File: config.mk
export PLATFORM = sky130hd
export DESIGN_NAME = websocket_frame_deframer
export DESIGN_NICKNAME = d
export VERILOG_FILES = /design/src/rtl/core/wfd_pkg.sv /design/src/rtl/core/wfd_front.sv /design/src/rtl/core/wfd_queue.sv /design/src/rtl/core/wfd_back.sv /design/src/rtl/core/websocket_frame_deframer.sv
export SDC_FILE = /design/constraint.sdc
export NUM_CORES = 1
export LEC_CHECK = 0
export ABC_AREA = 1
export BUFFER_PORTS_ARGS = -buffer_cell sky130_fd_sc_hd__buf_4
export CORE_UTILIZATION = 30
export CTS_CLUSTER_SIZE = 25
export DETAILED_ROUTE_END_ITERATION = 6
export PLACE_DENSITY = 0.54
export SLEW_MARGIN = 15
export SYNTH_ARGS = -nofsm -noshare
export SYNTH_HDL_FRONTEND = slang
export SYNTH_SLANG_ARGS = --single-unit
File: constraint.sdc
create_clock -name clk -period 7.5 [get_ports clk]
set_input_delay 0.375 -clock clk [delete_from_list [all_inputs] [get_ports clk]]
set_output_delay 0.375 -clock clk [all_outputs]
set_load 0.03 [all_outputs]
File: src/rtl/core/wfd_pkg.sv
// wfd_pkg: shared types and constants for the websocket frame deframer
// used by wfd_front, wfd_queue, wfd_back and the top level
package wfd_pkg;

  localparam logic [7:0] FIN_MASK    = 8'h80;
  localparam logic [6:0] LEN_MASK    = 7'h7f;
  localparam logic [6:0] LEN_CODE_16 = 7'd126;
  localparam logic [6:0] LEN_CODE_64 = 7'd127;

  // header byte counts at which an extended length is complete
  localparam logic [3:0] HDR_END_16 = 4'd4;
  localparam logic [3:0] HDR_END_64 = 4'd10;

  localparam int QDEPTH = 2;
  localparam int QPTR_W = $clog2(QDEPTH);
  localparam int QCNT_W = $clog2(QDEPTH + 1);

  // one operation handed from the parser to the output side
  typedef struct packed {
    logic       is_byte;  // 1: payload word, 0: end of an empty final frame
    logic       last;     // payload word closes the message
    logic [7:0] data;
  } wfd_op_t;

endpackage

File: src/rtl/core/wfd_front.sv
// wfd_front: header parser, tracks frame length and classifies each word
// depends on wfd_pkg
module wfd_front #(
  parameter int LENGTH_WIDTH = 64
) (
  input  logic            clk,
  input  logic            rst_n,
  input  logic            fire,
  input  logic [7:0]      rx_byte,
  output logic            push,
  output wfd_pkg::wfd_op_t op
);
  import wfd_pkg::*;

  logic [3:0]              cnt_r, cnt_nxt;
  logic                    done_r, done_nxt;
  logic                    final_r, final_nxt;
  logic                    len64_r, len64_nxt;
  logic [LENGTH_WIDTH-1:0] rem_r, rem_nxt;
  logic [6:0]              code;
  logic                    frame_clr;

  assign code = rx_byte[6:0] & LEN_MASK;

  always_comb begin
    cnt_nxt   = cnt_r;
    done_nxt  = done_r;
    final_nxt = final_r;
    len64_nxt = len64_r;
    rem_nxt   = rem_r;
    push      = 1'b0;
    op        = '0;
    frame_clr = 1'b0;
    if (fire) begin
      if (done_r) begin
        push       = 1'b1;
        op.is_byte = 1'b1;
        op.data    = rx_byte;
        op.last    = final_r && (rem_r == LENGTH_WIDTH'(1));
        rem_nxt    = rem_r - LENGTH_WIDTH'(1);
        frame_clr  = (rem_r == LENGTH_WIDTH'(1));
      end else if (cnt_r == 4'd0) begin
        final_nxt = |(rx_byte & FIN_MASK);
        cnt_nxt   = 4'd1;
      end else begin
        if (cnt_r == 4'd1) begin
          cnt_nxt   = 4'd2;
          rem_nxt   = '0;
          len64_nxt = (code == LEN_CODE_64);
          if (code < LEN_CODE_16) begin
            rem_nxt  = {{(LENGTH_WIDTH-7){1'b0}}, code};
            done_nxt = 1'b1;
          end
        end else begin
          // extended length, saturating when it would not fit
          if (|rem_r[LENGTH_WIDTH-1 -: 8]) begin
            rem_nxt = '1;
          end else begin
            rem_nxt = {rem_r[LENGTH_WIDTH-9:0], rx_byte};
          end
          cnt_nxt = cnt_r + 4'd1;
          if ((!len64_r && cnt_nxt >= HDR_END_16) ||
              (len64_r && cnt_nxt >= HDR_END_64)) begin
            done_nxt = 1'b1;
          end
        end
        if (done_nxt && rem_nxt == '0) begin
          frame_clr = 1'b1;
          if (final_r) begin
            push = 1'b1;
          end
        end
      end
    end
    if (frame_clr) begin
      cnt_nxt   = 4'd0;
      done_nxt  = 1'b0;
      final_nxt = 1'b0;
      len64_nxt = 1'b0;
      rem_nxt   = '0;
    end
  end

  always_ff @(posedge clk) begin
    if (!rst_n) begin
      cnt_r   <= 4'd0;
      done_r  <= 1'b0;
      final_r <= 1'b0;
      len64_r <= 1'b0;
      rem_r   <= '0;
    end else begin
      cnt_r   <= cnt_nxt;
      done_r  <= done_nxt;
      final_r <= final_nxt;
      len64_r <= len64_nxt;
      rem_r   <= rem_nxt;
    end
  end

endmodule

File: src/rtl/core/wfd_queue.sv
// wfd_queue: short fifo of parsed operations between parser and output side
// depends on wfd_pkg
module wfd_queue (
  input  logic             clk,
  input  logic             rst_n,
  input  logic             push,
  input  wfd_pkg::wfd_op_t push_op,
  input  logic             pop,
  output wfd_pkg::wfd_op_t pop_op,
  output logic             full,
  output logic             empty
);
  import wfd_pkg::*;

  wfd_op_t           mem_r [QDEPTH];
  logic [QPTR_W-1:0] wr_ptr_r, rd_ptr_r;
  logic [QCNT_W-1:0] cnt_r;

  assign full   = (cnt_r == QCNT_W'(QDEPTH));
  assign empty  = (cnt_r == '0);
  assign pop_op = mem_r[rd_ptr_r];

  always_ff @(posedge clk) begin
    if (push) begin
      mem_r[wr_ptr_r] <= push_op;
    end
  end

  always_ff @(posedge clk) begin
    if (!rst_n) begin
      wr_ptr_r <= '0;
      rd_ptr_r <= '0;
      cnt_r    <= '0;
    end else begin
      if (push) begin
        wr_ptr_r <= (wr_ptr_r == QPTR_W'(QDEPTH - 1)) ? '0 : wr_ptr_r + QPTR_W'(1);
      end
      if (pop) begin
        rd_ptr_r <= (rd_ptr_r == QPTR_W'(QDEPTH - 1)) ? '0 : rd_ptr_r + QPTR_W'(1);
      end
      cnt_r <= cnt_r + QCNT_W'(push) - QCNT_W'(pop);
    end
  end

endmodule

File: src/rtl/core/wfd_back.sv
// wfd_back: output register and message length counter
// depends on wfd_pkg
module wfd_back (
  input  logic             clk,
  input  logic             rst_n,
  input  logic             q_empty,
  input  wfd_pkg::wfd_op_t q_op,
  output logic             pop,
  input  logic             out_stall,
  output logic             out_valid,
  output logic [7:0]       out_payload_byte,
  output logic             out_byte_valid,
  output logic             out_message_end,
  output logic [31:0]      out_message_length
);
  import wfd_pkg::*;

  logic        valid_r;
  logic [7:0]  byte_r;
  logic        bv_r, end_r;
  logic [31:0] len_r;
  logic [31:0] total_r, total_nxt, total_inc;

  assign pop       = !q_empty && (!valid_r || !out_stall);
  assign total_inc = (&total_r) ? total_r : total_r + 32'd1;

  always_comb begin
    total_nxt = total_r;
    if (pop) begin
      if (q_op.is_byte) begin
        total_nxt = q_op.last ? 32'd0 : total_inc;
      end else begin
        total_nxt = 32'd0;
      end
    end
  end

  always_ff @(posedge clk) begin
    if (!rst_n) begin
      valid_r <= 1'b0;
      total_r <= 32'd0;
    end else begin
      total_r <= total_nxt;
      if (pop) begin
        valid_r <= 1'b1;
      end else if (!out_stall) begin
        valid_r <= 1'b0;
      end
    end
  end

  always_ff @(posedge clk) begin
    if (pop) begin
      if (q_op.is_byte) begin
        byte_r <= q_op.data;
        bv_r   <= 1'b1;
        end_r  <= q_op.last;
        len_r  <= q_op.last ? total_inc : 32'd0;
      end else begin
        byte_r <= 8'd0;
        bv_r   <= 1'b0;
        end_r  <= 1'b1;
        len_r  <= total_r;
      end
    end
  end

  assign out_valid          = valid_r;
  assign out_payload_byte   = byte_r;
  assign out_byte_valid     = bv_r;
  assign out_message_end    = end_r;
  assign out_message_length = len_r;

endmodule

File: src/rtl/core/websocket_frame_deframer.sv
// websocket_frame_deframer: top level, parser front, operation queue, output back
// depends on wfd_pkg, wfd_front, wfd_queue, wfd_back
//
// Input channel: one received stream byte per word on in_rx_byte, taken when
// in_valid is high and in_stall low. Header words (FIN/opcode byte, length
// code, 16 or 64 bit big-endian extended length) give no output word.
// Output channel: each payload byte comes out as one word with
// out_byte_valid set; the last byte of a final frame also carries
// out_message_end and the saturating 32-bit message length. A final frame
// with no payload gives one word with out_byte_valid low and out_message_end
// high. Lengths wider than LENGTH_WIDTH saturate.
// Throughput: one byte per cycle while in_stall is low; the parser keeps all
// frame state in single registers updated each cycle. The parser writes the
// two-entry queue at the accepting edge, and the queue then loads the output
// register, which drives out_valid, once that register is empty or not stalled.
// When the receiver stalls, the output word holds, up to two words wait in
// the queue, and in_stall is high while the queue is full. Synchronous reset
// drops any partial frame and message count and empties the queue.
module websocket_frame_deframer #(
  parameter int LENGTH_WIDTH = 64
) (
  input  logic        clk,
  input  logic        rst_n,
  input  logic        in_valid,
  output logic        in_stall,
  input  logic [7:0]  in_rx_byte,
  output logic        out_valid,
  input  logic        out_stall,
  output logic [7:0]  out_payload_byte,
  output logic        out_byte_valid,
  output logic        out_message_end,
  output logic [31:0] out_message_length
);
  import wfd_pkg::*;

  logic    fire, push, pop, q_full, q_empty;
  wfd_op_t push_op, pop_op;

  assign in_stall = q_full;
  assign fire     = in_valid && !q_full;

  wfd_front #(.LENGTH_WIDTH(LENGTH_WIDTH)) u_front (
    .clk     (clk),
    .rst_n   (rst_n),
    .fire    (fire),
    .rx_byte (in_rx_byte),
    .push    (push),
    .op      (push_op)
  );

  wfd_queue u_queue (
    .clk     (clk),
    .rst_n   (rst_n),
    .push    (push),
    .push_op (push_op),
    .pop     (pop),
    .pop_op  (pop_op),
    .full    (q_full),
    .empty   (q_empty)
  );

  wfd_back u_back (
    .clk                (clk),
    .rst_n              (rst_n),
    .q_empty            (q_empty),
    .q_op               (pop_op),
    .pop                (pop),
    .out_stall          (out_stall),
    .out_valid          (out_valid),
    .out_payload_byte   (out_payload_byte),
    .out_byte_valid     (out_byte_valid),
    .out_message_end    (out_message_end),
    .out_message_length (out_message_length)
  );

endmodule

# Word-level counts from Yosys, hierarchy flattened
# Memories as Yosys holds them, arrays and structs flattened. A register that Yosys moved wholly into a read port is not among the register bits.
# Index checks and enable logic that the tools add are counted.
# W data, S select, Z words.
dict set report totals {
  register_bits 150
  mem_bits_rw 20
  inputBits 12
  out_inout_bits 44
  wordCells 100
  mem_count 1
}
# name words width read_ports rd_ports_with_merged_regs wr line_no
set memory_table {}
lappend memory_table {u_queue.mem_r 2 10 1 1 1 wfd_queue.sv:15} ;# wfd_op_t mem_r [QDEPTH];
dict set report op_classes {
  n_addsub 7
  n_lt_le_gt_ge 3
  eq_ne 6
  muxes 43
  n_bitwise 3
  n_reduce_logical 23
}
# op count
set ops {}
lappend ops {{$mux W64} 7}
lappend ops {{$mux W32} 5}
lappend ops {{$eq A64 B1 Y1 const B} 1}
lappend ops {{$logic_not A64 Y1} 1}
lappend ops {{$sub A64 B1 Y64 const B} 1}
lappend ops {{$add A32 B1 Y32 const B} 1}
lappend ops {{$reduce_and A32 Y1} 1}
lappend ops {{$mux W1} 26}
lappend ops {{$mux W10} 2}
lappend ops {{$mux W4} 2}
lappend ops {{$reduce_or A8 Y1} 1}
lappend ops {{$eq A7 B7 Y1 const B} 1}
lappend ops {{$lt A7 B7 Y1 const B} 1}
lappend ops {{$mux W7} 1}
lappend ops {{$logic_and A1 B1 Y1} 6}
lappend ops {{$logic_not A1 Y1} 5}
lappend ops {{$add A4 B1 Y4 const B} 1}
lappend ops {{$eq A4 B1 Y1 const B} 1}
lappend ops {{$ge A4 B3 Y1 const B} 1}
lappend ops {{$ge A4 B4 Y1 const B} 1}
lappend ops {{$logic_not A4 Y1} 1}
lappend ops {{$ne A2 B1 Y1 const B} 2}
lappend ops {{$reduce_and A2 Y1} 2}
lappend ops {{$reduce_and A4 Y1} 1}
lappend ops {{other kinds (9)} 13}

# Logic depth before layout (Yosys ltp)
# Gate-level depths: netlist of the first run.
dict set report depth {
  ltp_word 16
  mapped_depth 16
  mapped_depth_nobuf 15
}

# By module
# A second synthesis of the first run with hierarchy kept.
dict set report hier_totals {
  cells_unflattened 1729
  hier_area_um2 11131.9
}
# mod n_inst cells_each area_per_inst_um2 seq_area_each_um2
set by_module_without_submodules {}
lappend by_module_without_submodules {wfd_front 1 1121 6139.6 1421.4}
lappend by_module_without_submodules {wfd_back 1 542 3995.1 1921.8}
lappend by_module_without_submodules {wfd_queue 1 64 987.2 700.7}
lappend by_module_without_submodules {websocket_frame_deframer 1 2 10.0 0.0}

# Worst setup path after synthesis of the first run
# OpenSTA, ideal clock, no wires.
dict set report synth_path {
  kind {flip-flop to flip-flop}
  start {register u_back.valid_r, in the netlist u_back.out_valid}
  end {register u_queue.cnt_r[1]}
  setup_ps 120
  arrival_time_ps 2393
  required_time_ps 7380
  slack_ps 4987
  stages_incl_launch_ff 9
  path_buffers 0
  synth_period_minus_slack_ps 2513
  cell_sequence {dfxtp_1 > nand2_1 > o21ai_1 > inv_1 > ha_1 > inv_1 > ha_1 > o21ai_0 > a21oi_1}
}
dict set report synth_via {
  elab_chain_cells 4
}
# element line_no
set synth_rtl {}
lappend synth_rtl {{start, declared} wfd_back.sv:18} ;# logic valid_r;
lappend synth_rtl {{start signal, assigned} wfd_back.sv:40} ;# valid_r <= 1'b0;
lappend synth_rtl {{start signal, assigned} wfd_back.sv:45} ;# valid_r <= 1'b1;
lappend synth_rtl {{start signal, assigned} wfd_back.sv:47} ;# valid_r <= 1'b0;
lappend synth_rtl {{$logic_not A1 Y1} wfd_back.sv:24} ;# assign pop = !q_empty && (!valid_r || !out_stall);
lappend synth_rtl {{$logic_or A1 B1 Y1} wfd_back.sv:24}
lappend synth_rtl {{$logic_and A1 B1 Y1} wfd_back.sv:24}
lappend synth_rtl {{via pop} websocket_frame_deframer.sv:36} ;# logic fire, push, pop, q_full, q_empty;
lappend synth_rtl {{$sub A2 B1 Y2} wfd_queue.sv:41} ;# cnt_r <= cnt_r + QCNT_W'(push) - QCNT_W'(pop);
lappend synth_rtl {{end signal, assigned} wfd_queue.sv:41}
lappend synth_rtl {{end, declared} wfd_queue.sv:17} ;# logic [QCNT_W-1:0] cnt_r;
# The timed path passes the listed nets, and every way through them passes these cells.
# A chain may end at the register's enable or synchronous reset.

# Final worst setup path of the first run
dict set report layout_path {
  start {register u_front.cnt_r[1]}
  end {register u_front.rem_r[35]}
}
dict set report layout_via {
  elab_chain_cells 15
  word_cells_on_any_way 28
  cone_classes {1 x add/sub; 2 x order compare; 2 x eq/ne; 15 x mux; 8 x reduce/logical}
}
# element line_no
set layout_rtl {}
lappend layout_rtl {{start, declared} wfd_front.sv:15} ;# logic [3:0] cnt_r, cnt_nxt;
lappend layout_rtl {{start signal, assigned} wfd_front.sv:92} ;# cnt_r <= cnt_nxt;
lappend layout_rtl {{$add A4 B1 Y4} wfd_front.sv:61} ;# cnt_nxt = cnt_r + 4'd1;
lappend layout_rtl {{$ge A4 B3 Y1 or $ge A4 B4 Y1 (tied branches)} {wfd_front.sv:62, wfd_front.sv:63}}
lappend layout_rtl {{$logic_and A1 B1 Y1, on equally long branches} {wfd_front.sv:62, wfd_front.sv:63}}
lappend layout_rtl {{$logic_or A1 B1 Y1} wfd_front.sv:62} ;# if ((!len64_r && cnt_nxt >= HDR_END_16) ||
lappend layout_rtl {{$mux W1} wfd_front.sv:62}
lappend layout_rtl {{$mux W1} wfd_front.sv:46} ;# if (cnt_r == 4'd1) begin
lappend layout_rtl {{$mux W1} wfd_front.sv:42} ;# end else if (cnt_r == 4'd0) begin
lappend layout_rtl {{$mux W1} wfd_front.sv:35} ;# if (done_r) begin
lappend layout_rtl {{$mux W1} wfd_front.sv:34} ;# if (fire) begin
lappend layout_rtl {{$logic_and A1 B1 Y1} wfd_front.sv:67} ;# if (done_nxt && rem_nxt == '0) begin
lappend layout_rtl {{$mux W1} wfd_front.sv:67}
lappend layout_rtl {{$mux W1} wfd_front.sv:42}
lappend layout_rtl {{$mux W1} wfd_front.sv:35}
lappend layout_rtl {{$mux W1} wfd_front.sv:34}
lappend layout_rtl {{$reduce_or A2 Y1 (no source line)} -}
lappend layout_rtl {{end signal, assigned} wfd_front.sv:96} ;# rem_r <= rem_nxt;
lappend layout_rtl {{end, declared} wfd_front.sv:19} ;# logic [LENGTH_WIDTH-1:0] rem_r, rem_nxt;
# Parallel ways exist; a longest one is shown, timed or not. The select of a mux whose other input is x is not followed.

==> flow_summary.yaml, run 1 <==
place:
  gp_congestion: 0.9152
  place_inst: 2042
  dp_hpwl_mm: 22.47
  io_buffer_count: 55
yosys:
  netlist_instances: 1588
  ys_seq_area_frac: 0.3764
  avgSynthCellArea_um2: 6.766
  ys_ff_latch: 171
  synth.distinct_cells: 45
  synthTopCellsByArea: "dfxtp_1 (20%), edfxtp_1 (17%), nand2_1 (16%), nor2_1 (8.5%), o21ai_0 (5.7%)"
  syn_nets: 1608
  yosysTopAreaCell: "dfxtp_1"
  synth_top_cell_area_share: 0.2031
  synth_most_common_cell: "nand2_1"
  netlist_area_um2: 10740
  yosysWarningCount: 0
  synth_ff_type: "dfxtp_1"
  synth_edf_count: 62
  synth_common_cells: "nand2_1 (451), nor2_1 (244), inv_1 (128)"
  async_flop_share: 0
cts:
  cts_tree: "built"
  post_cts_resized: 0
  clk_pin_slew_ns: 0.07
  clk_latency_ns: 0.44
  cts_buffer_depth: 2
  htree_levels: 4
  cts_root_buf: "clkbuf_16"
  cts_hold_buf: 0
  cts_sinks: 171
  post_cts_buffers: 0
  cts_made_buffers: 17
sta:
  rsz0062_at_grt: "false"
  hold_ws_ns: 0.1989
  slew_headroom: 0.2429
  setup_viol: 0
  worst_pin_slew_ns: 1.136
  fin_setup_tns_ns: 0
  period_share: 0.5631
  period_needed_ns: 4.223
  slew_viol_final: 0
  finalHoldViolCount: 0
  max_freq_mhz: 236.8
  finClkSkew_ns: 0.01334
job:
  drv_cap: 0
drt:
  antenna_left: 0
  drt_wl_total_mm: 32.48
  num_vias: 10460
  avgViaCountPerCell: 5.041
  post-route-drc-count: 0
  wl_per_cell_um: 15.66
  first_pass_iters: 5
  first_iter_violations: 1001
global_routing:
  grt-ovfl-total: 0
  grt_usage: 0.1807
  antenna_found_initial: 0
  grt_pass1_wl_mm: 51.98
  grt_pass1_vias: 9637
  grt_max_degree: 78
floorplan:
  die_h_um: 191.2
  row_count: 68
  io_pins: 56
  start_util: 0.3080
  dieArea_um2: 36570
  die_x_um: 191.2
  fp.coreArea_um2: 34880
hold_path:
  hp-class: "in -> reg"
  worstHoldStart: "rst_n"
  hold_depth: 3
  hold_end: "u_queue.cnt_r[0]"
layout:
  final_nets: 1626
  post-route-util: 0.3441
  syn_to_final_growth_pct: 11.73
  drive_gt1_frac: 0.09697
  stdcell_count: 2074
  antenna_cells: 0
critical_path:
  rr_startpoint: "u_front.cnt_r[1]"
  r2r_setup_slack_ns: 3.28
  path_class: "reg -> reg"
  arrival_ns: 4.57
  critPathLaunchType: "flip-flop"
  worstReg2RegEnd: "u_front.rem_r[35]"
  endpoint_kind: "flip-flop"
  required_ns: 7.85
  crit_fanout: 77
  reg2regPathDepth: 12
outcome:
  status: "complete, no violations"
[layout make-up]
class                           instances  area [um^2]
Fill cell                            3797        22880
Multi-Input combinational cell       1220         5844
Sequential cell                       171         4045
Tap cell                              455        569.3
Inverter                              131        493.0
Timing Repair Buffer                   65        488.0
Clock buffer                           19        432.9
Clock inverter                         13        131.4
[worst max-delay path: stages (launching register included)]
cell     delay, ns
dfxtp_1       0.36
inv_1         0.09
ha_1          0.19
nand2_2       0.06
buf_4         0.59
inv_2         0.32
nor2_2        0.70
o21ai_0       0.22
nand2_1       0.12
nor2_1        0.07
nand4_2       0.12
nand3_4       0.79
a21oi_2       0.38
[state kept, by name, summed over array words and instances (netlist names), named ones only]
name	flops
u_back.out_message_end	1
u_back.out_byte_valid	1
u_front.final_r	1
u_queue.cnt_r	2
u_front.len64_r	1
u_queue.wr_ptr_r	1
u_front.rem_r	64
u_back.out_message_length	32
u_front.cnt_r	4
u_queue.rd_ptr_r	1
u_back.out_payload_byte	8
u_queue.mem_r	20
u_back.total_r	32
u_back.out_valid	1
u_front.done_r	1
[metrics by stage]
stage / setup WS [ns] / area, um^2
floorplan: 4.987 / 10740
global placement: 3.520 / 11440
detailed placement: 3.346 / 11440
CTS: 3.332 / 12000
global route: 2.896 / 12000
finish: 3.277 / 12000
[worst max-delay path by stage]
stage	cells past startpoint	endpoint	from
floorplan	8	u_queue.cnt_r[1]	u_back.out_valid
finish	12	u_front.rem_r[35]	u_front.cnt_r[1]
global placement	12	u_front.rem_r[43]	u_front.cnt_r[1]
CTS	12	u_front.rem_r[35]	u_front.cnt_r[1]
detailed placement	12	u_front.rem_r[35]	u_front.cnt_r[1]
global route	12	u_front.rem_r[20]	u_front.cnt_r[1]
[kinds of logic (layout without fill, tap and decap cells)]
kind of cell | after synthesis | count (layout) | synth area share
and+or+nand+nor | 864 | 864 | 0.3311
AOI/OAI and AO/OA | 291 | 291 | 0.1558
buffers and inverters | 197 | 228 | 0.08070
DFF | 171 | 171 | 0.3764
xor gates and xnor gates | 55 | 55 | 0.04484
adders and majority gates | 8 | 8 | 0.009317
muxes | 2 | 2 | 0.001863
[placed cells by master (no fill, tap or decap), types with 35 or more instances in the layout]
cell      netlist  layout
a21oi_1        97      97
buf_4           1      65
dfxtp_1       109     108
edfxtp_1       62      62
inv_1         128     125
nand2_1       451     450
nand3_1        79      79
nor2_1        244     242
nor3_1         35      35
o21ai_0       122     122
xor2_1         48      48
[layer usage]
metal | track usage | vias up | part of all wire
met3 | 0.02717 | 40 | 0.054
li1 | - | 5238 | -
met5 | 0 | - | 0
met4 | 0.05647 | 0 | 0.018
met1 | 0.2490 | 4882 | 0.47
met2 | 0.2883 | 295 | 0.46
Power of run 1 is not shown: default switching activity piles up to over one toggle a cycle in this logic, so the estimate is an artifact.
==> run 2, diff against run 1 <==
--- a/config.mk
+++ b/config.mk
@@ -5,7 +5,7 @@
 export SDC_FILE = /design/constraint.sdc
 export NUM_CORES = 1
 export LEC_CHECK = 0
-export ABC_AREA = 1
+export ABC_AREA = 0
 export BUFFER_PORTS_ARGS = -buffer_cell sky130_fd_sc_hd__buf_4
 export CORE_UTILIZATION = 30
 export CTS_CLUSTER_SIZE = 25
==> constraint.sdc (replaced) <==
create_clock -name clk -period 4.15 [get_ports clk]
set_input_delay 0.2075 -clock clk [delete_from_list [all_inputs] [get_ports clk]]
set_output_delay 0.2075 -clock clk [all_outputs]
set_load 0.03 [all_outputs]
==> run 2 against run 1 <==
  * The run now ends with design-rule violations left
  * Register-to-register slack worse by 2.7 ns
  * Clock skew rose by 0.0021 ns
  * Routed wire length decreased by 12%
  * Hold slack got worse by 0.097 ns
  * Cell count is 20% lower
  * Fmax rose by 19%
  * Critical endpoint is now u_front.rem_r[59]
  * Highest routed layer unchanged
==> flow_summary.yaml, run 2 <==
place:
  io_buffer_count: 55
  gp_congestion: 0.8381
  dp_hpwl_mm: 18.52
  post-place-ws_ns: 0.6514
critical_path:
  endpoint_kind: "flip-flop"
  crit_fanout: 8
  reg2regPathDepth: 7
  required_ns: 4.46
  arrival_ns: 3.85
  crit_path_start: "u_front.rem_r[12]"
  critPathLaunchType: "flip-flop"
  path_class: "reg -> reg"
  r2r_setup_slack_ns: 0.61
  rr_startpoint: "u_front.rem_r[12]"
  worstReg2RegEnd: "u_front.rem_r[59]"
yosys:
  avgSynthCellArea_um2: 8.286
  synth_common_cells: "nand2_1 (115), nor2_1 (111), dfxtp_1 (109)"
  synth_most_common_cell: "nand2_1"
  synthTopCellsByArea: "dfxtp_1 (22%), edfxtp_1 (19%), nand2_1 (4.4%), nor2_1 (4.2%), o21ai_0 (4.0%)"
  async_flop_share: 0
  ys_seq_area_frac: 0.4084
  yosysWarningCount: 0
  synth_ff_type: "dfxtp_1"
  yosysTopAreaCell: "dfxtp_1"
  ys_ff_latch: 171
  netlist_instances: 1195
  synth_top_cell_area_share: 0.2204
  syn_nets: 1215
  netlist_area_um2: 9902
  synth.distinct_cells: 68
  synth_edf_count: 62
layout:
  layout_commonest_cell: "nand2_1"
  fillCellCount: 3409
  largest_register: "u_front.rem_r"
  largest_reg_flops: 64
  multiInputGateArea_um2: 5416
  antenna_cells: 0
  register_area_um2: 4045
  final_cell_mix: "nand2_1 (115), nor2_1 (111), dfxtp_1 (108)"
  final_nets: 1219
  syn_to_final_growth_pct: 14.15
  drive_gt1_frac: 0.1031
sta:
  finalHoldViolCount: 0
  finClkSkew_ns: 0.01546
  slew_viol_final: 0
  setup_ws_ns: 0.6130
  period_share: 0.8523
  slew_headroom: 0.3324
  worst_pin_slew_ns: 0.9875
  period_needed_ns: 3.537
  fin_setup_tns_ns: 0
  hold_ws_ns: 0.1017
  rsz0062_at_grt: "false"
  max_freq_mhz: 282.7
  setup_viol: 0
cts:
  clk_pin_slew_ns: 0.07
  clk_latency_ns: 0.44
  cts_made_buffers: 17
  cts_tree: "built"
  cts_sinks: 171
  post_cts_resized: 0
  cts_buffer_depth: 2
  htree_levels: 4
  cts_root_buf: "clkbuf_16"
  post_cts_buffers: 0
  cts_hold_buf: 0
job:
  drv_cap: 0
drt:
  post-route-drc-count: 1
  antenna_left: 0
  avgViaCountPerCell: 5.537
  first_iter_violations: 792
  num_vias: 9159
  wl_per_cell_um: 17.29
  first_pass_iters: 7
  drt_wl_total_mm: 28.60
hold_path:
  worstHoldStart: "out_stall"
  hp-class: "in -> reg"
  hold_depth: 3
  hold_end: "u_back.out_valid"
global_routing:
  antenna_found_initial: 0
  grt-ovfl-total: 0
  grt_usage: 0.1721
  grt_pass1_vias: 8341
  grt_max_degree: 92
  grt_pass1_wl_mm: 46.44
power:
  powerDensity_nw_per_um2: 679.1
  ir_drop_uv: 330.5
  power.leakage_nw: 3.799
outcome:
  status: "complete, but fails checks"
  violations: "design-rule violations"
floorplan:
  dieArea_um2: 33740
  start_util: 0.3043
  io_pins: 56
  die_x_um: 183.7
  row_count: 66
  fp.coreArea_um2: 32540
  die_h_um: 183.7
-- run 2: cell count changes after synthesis, sizes merged, moves of 26 or more --
cell,delta
nor4,+32
clkbuf,+37
nand2,-338
a21oi,-49
and2,+26
xor2,-47
inv,-112
o31ai,+29
or3,+26
nand3,-49
nor2,-144
a31oi,+27
-- run 2: per-stage QoR --
stage | cells | utilization | cell area [um^2] | total power, mW
2_1_floorplan | 1195 | - | 9902 | 4.927
3_3_place_gp | 1622 | 0.3290 | 10700 | 6.009
3_5_place_dp | 1622 | 0.3290 | 10700 | 6.020
4_1_cts | 1654 | 0.3474 | 11300 | 7.714
5_1_grt | 1654 | 0.3474 | 11300 | 8.169
6_report | 1654 | 0.3474 | 11300 | 7.676
-- run 2: power by group --
| group | switching (mW) | total [mW] | internal, mW |
|---|---|---|---|
| Combinational | 2.32 | 3.53 | 1.21 |
| Sequential | 0.342 | 2.47 | 2.13 |
| Clock | 0.723 | 1.68 | 0.953 |
-- run 2: layout make-up --
| cell class | count | area share |
|---|---|---|
| clock buffer | 19 | 0.03830 |
| clock inverter | 13 | 0.01472 |
| inverter | 17 | 0.005645 |
| multi-input combinational | 912 | 0.4792 |
| sequential | 171 | 0.3579 |
| tap | 442 | 0.04893 |
| timing repair buffer | 80 | 0.05535 |
-- run 2: cell families after synthesis --
group | count (synthesis) | synth area share
AND/OR/NAND/NOR | 497 | 0.2564
AO/OA/AOI/OAI | 364 | 0.2322
flip-flops | 171 | 0.4084
buffers and inverters | 112 | 0.04827
multiplexers | 38 | 0.04018
adder cells (fa/ha/maj) | 8 | 0.01011
XOR/XNOR | 5 | 0.004422
-- run 2: critical path, stage by stage, from the launching register on --
cell       delay (ns)
dfxtp_1          0.37
or4_1            0.63
nor4_1           0.54
nand3_1          0.30
nor4b_1          0.88
nand2_1          0.17
mux2i_1          0.15
a2111oi_0        0.37
-- run 2: metal layers --
layer  up-vias  GRT usage  share of wire
met5         -          0              0
met4         0    0.05833          0.017
met3        37    0.02437          0.042
met2       254     0.2786           0.47
met1      4370     0.2338           0.47
li1       4498          -              -
-- run 2: worst max path at each step --
| stage | endpoint | slack (ns) | cells past startpoint |
|---|---|---|---|
| after floorplan | u_queue.mem_r[0][0] | 0.91 | 9 |
| after global placement | u_queue.mem_r[1][3] | 0.72 | 7 |
| after detailed placement | u_front.rem_r[59] | 0.65 | 7 |
| after CTS | u_front.rem_r[59] | 0.63 | 7 |
| after global routing | u_queue.mem_r[1][9] | 0.40 | 7 |
| final | u_front.rem_r[59] | 0.61 | 7 |
Note: power is estimated with default switching activity, not from simulation.
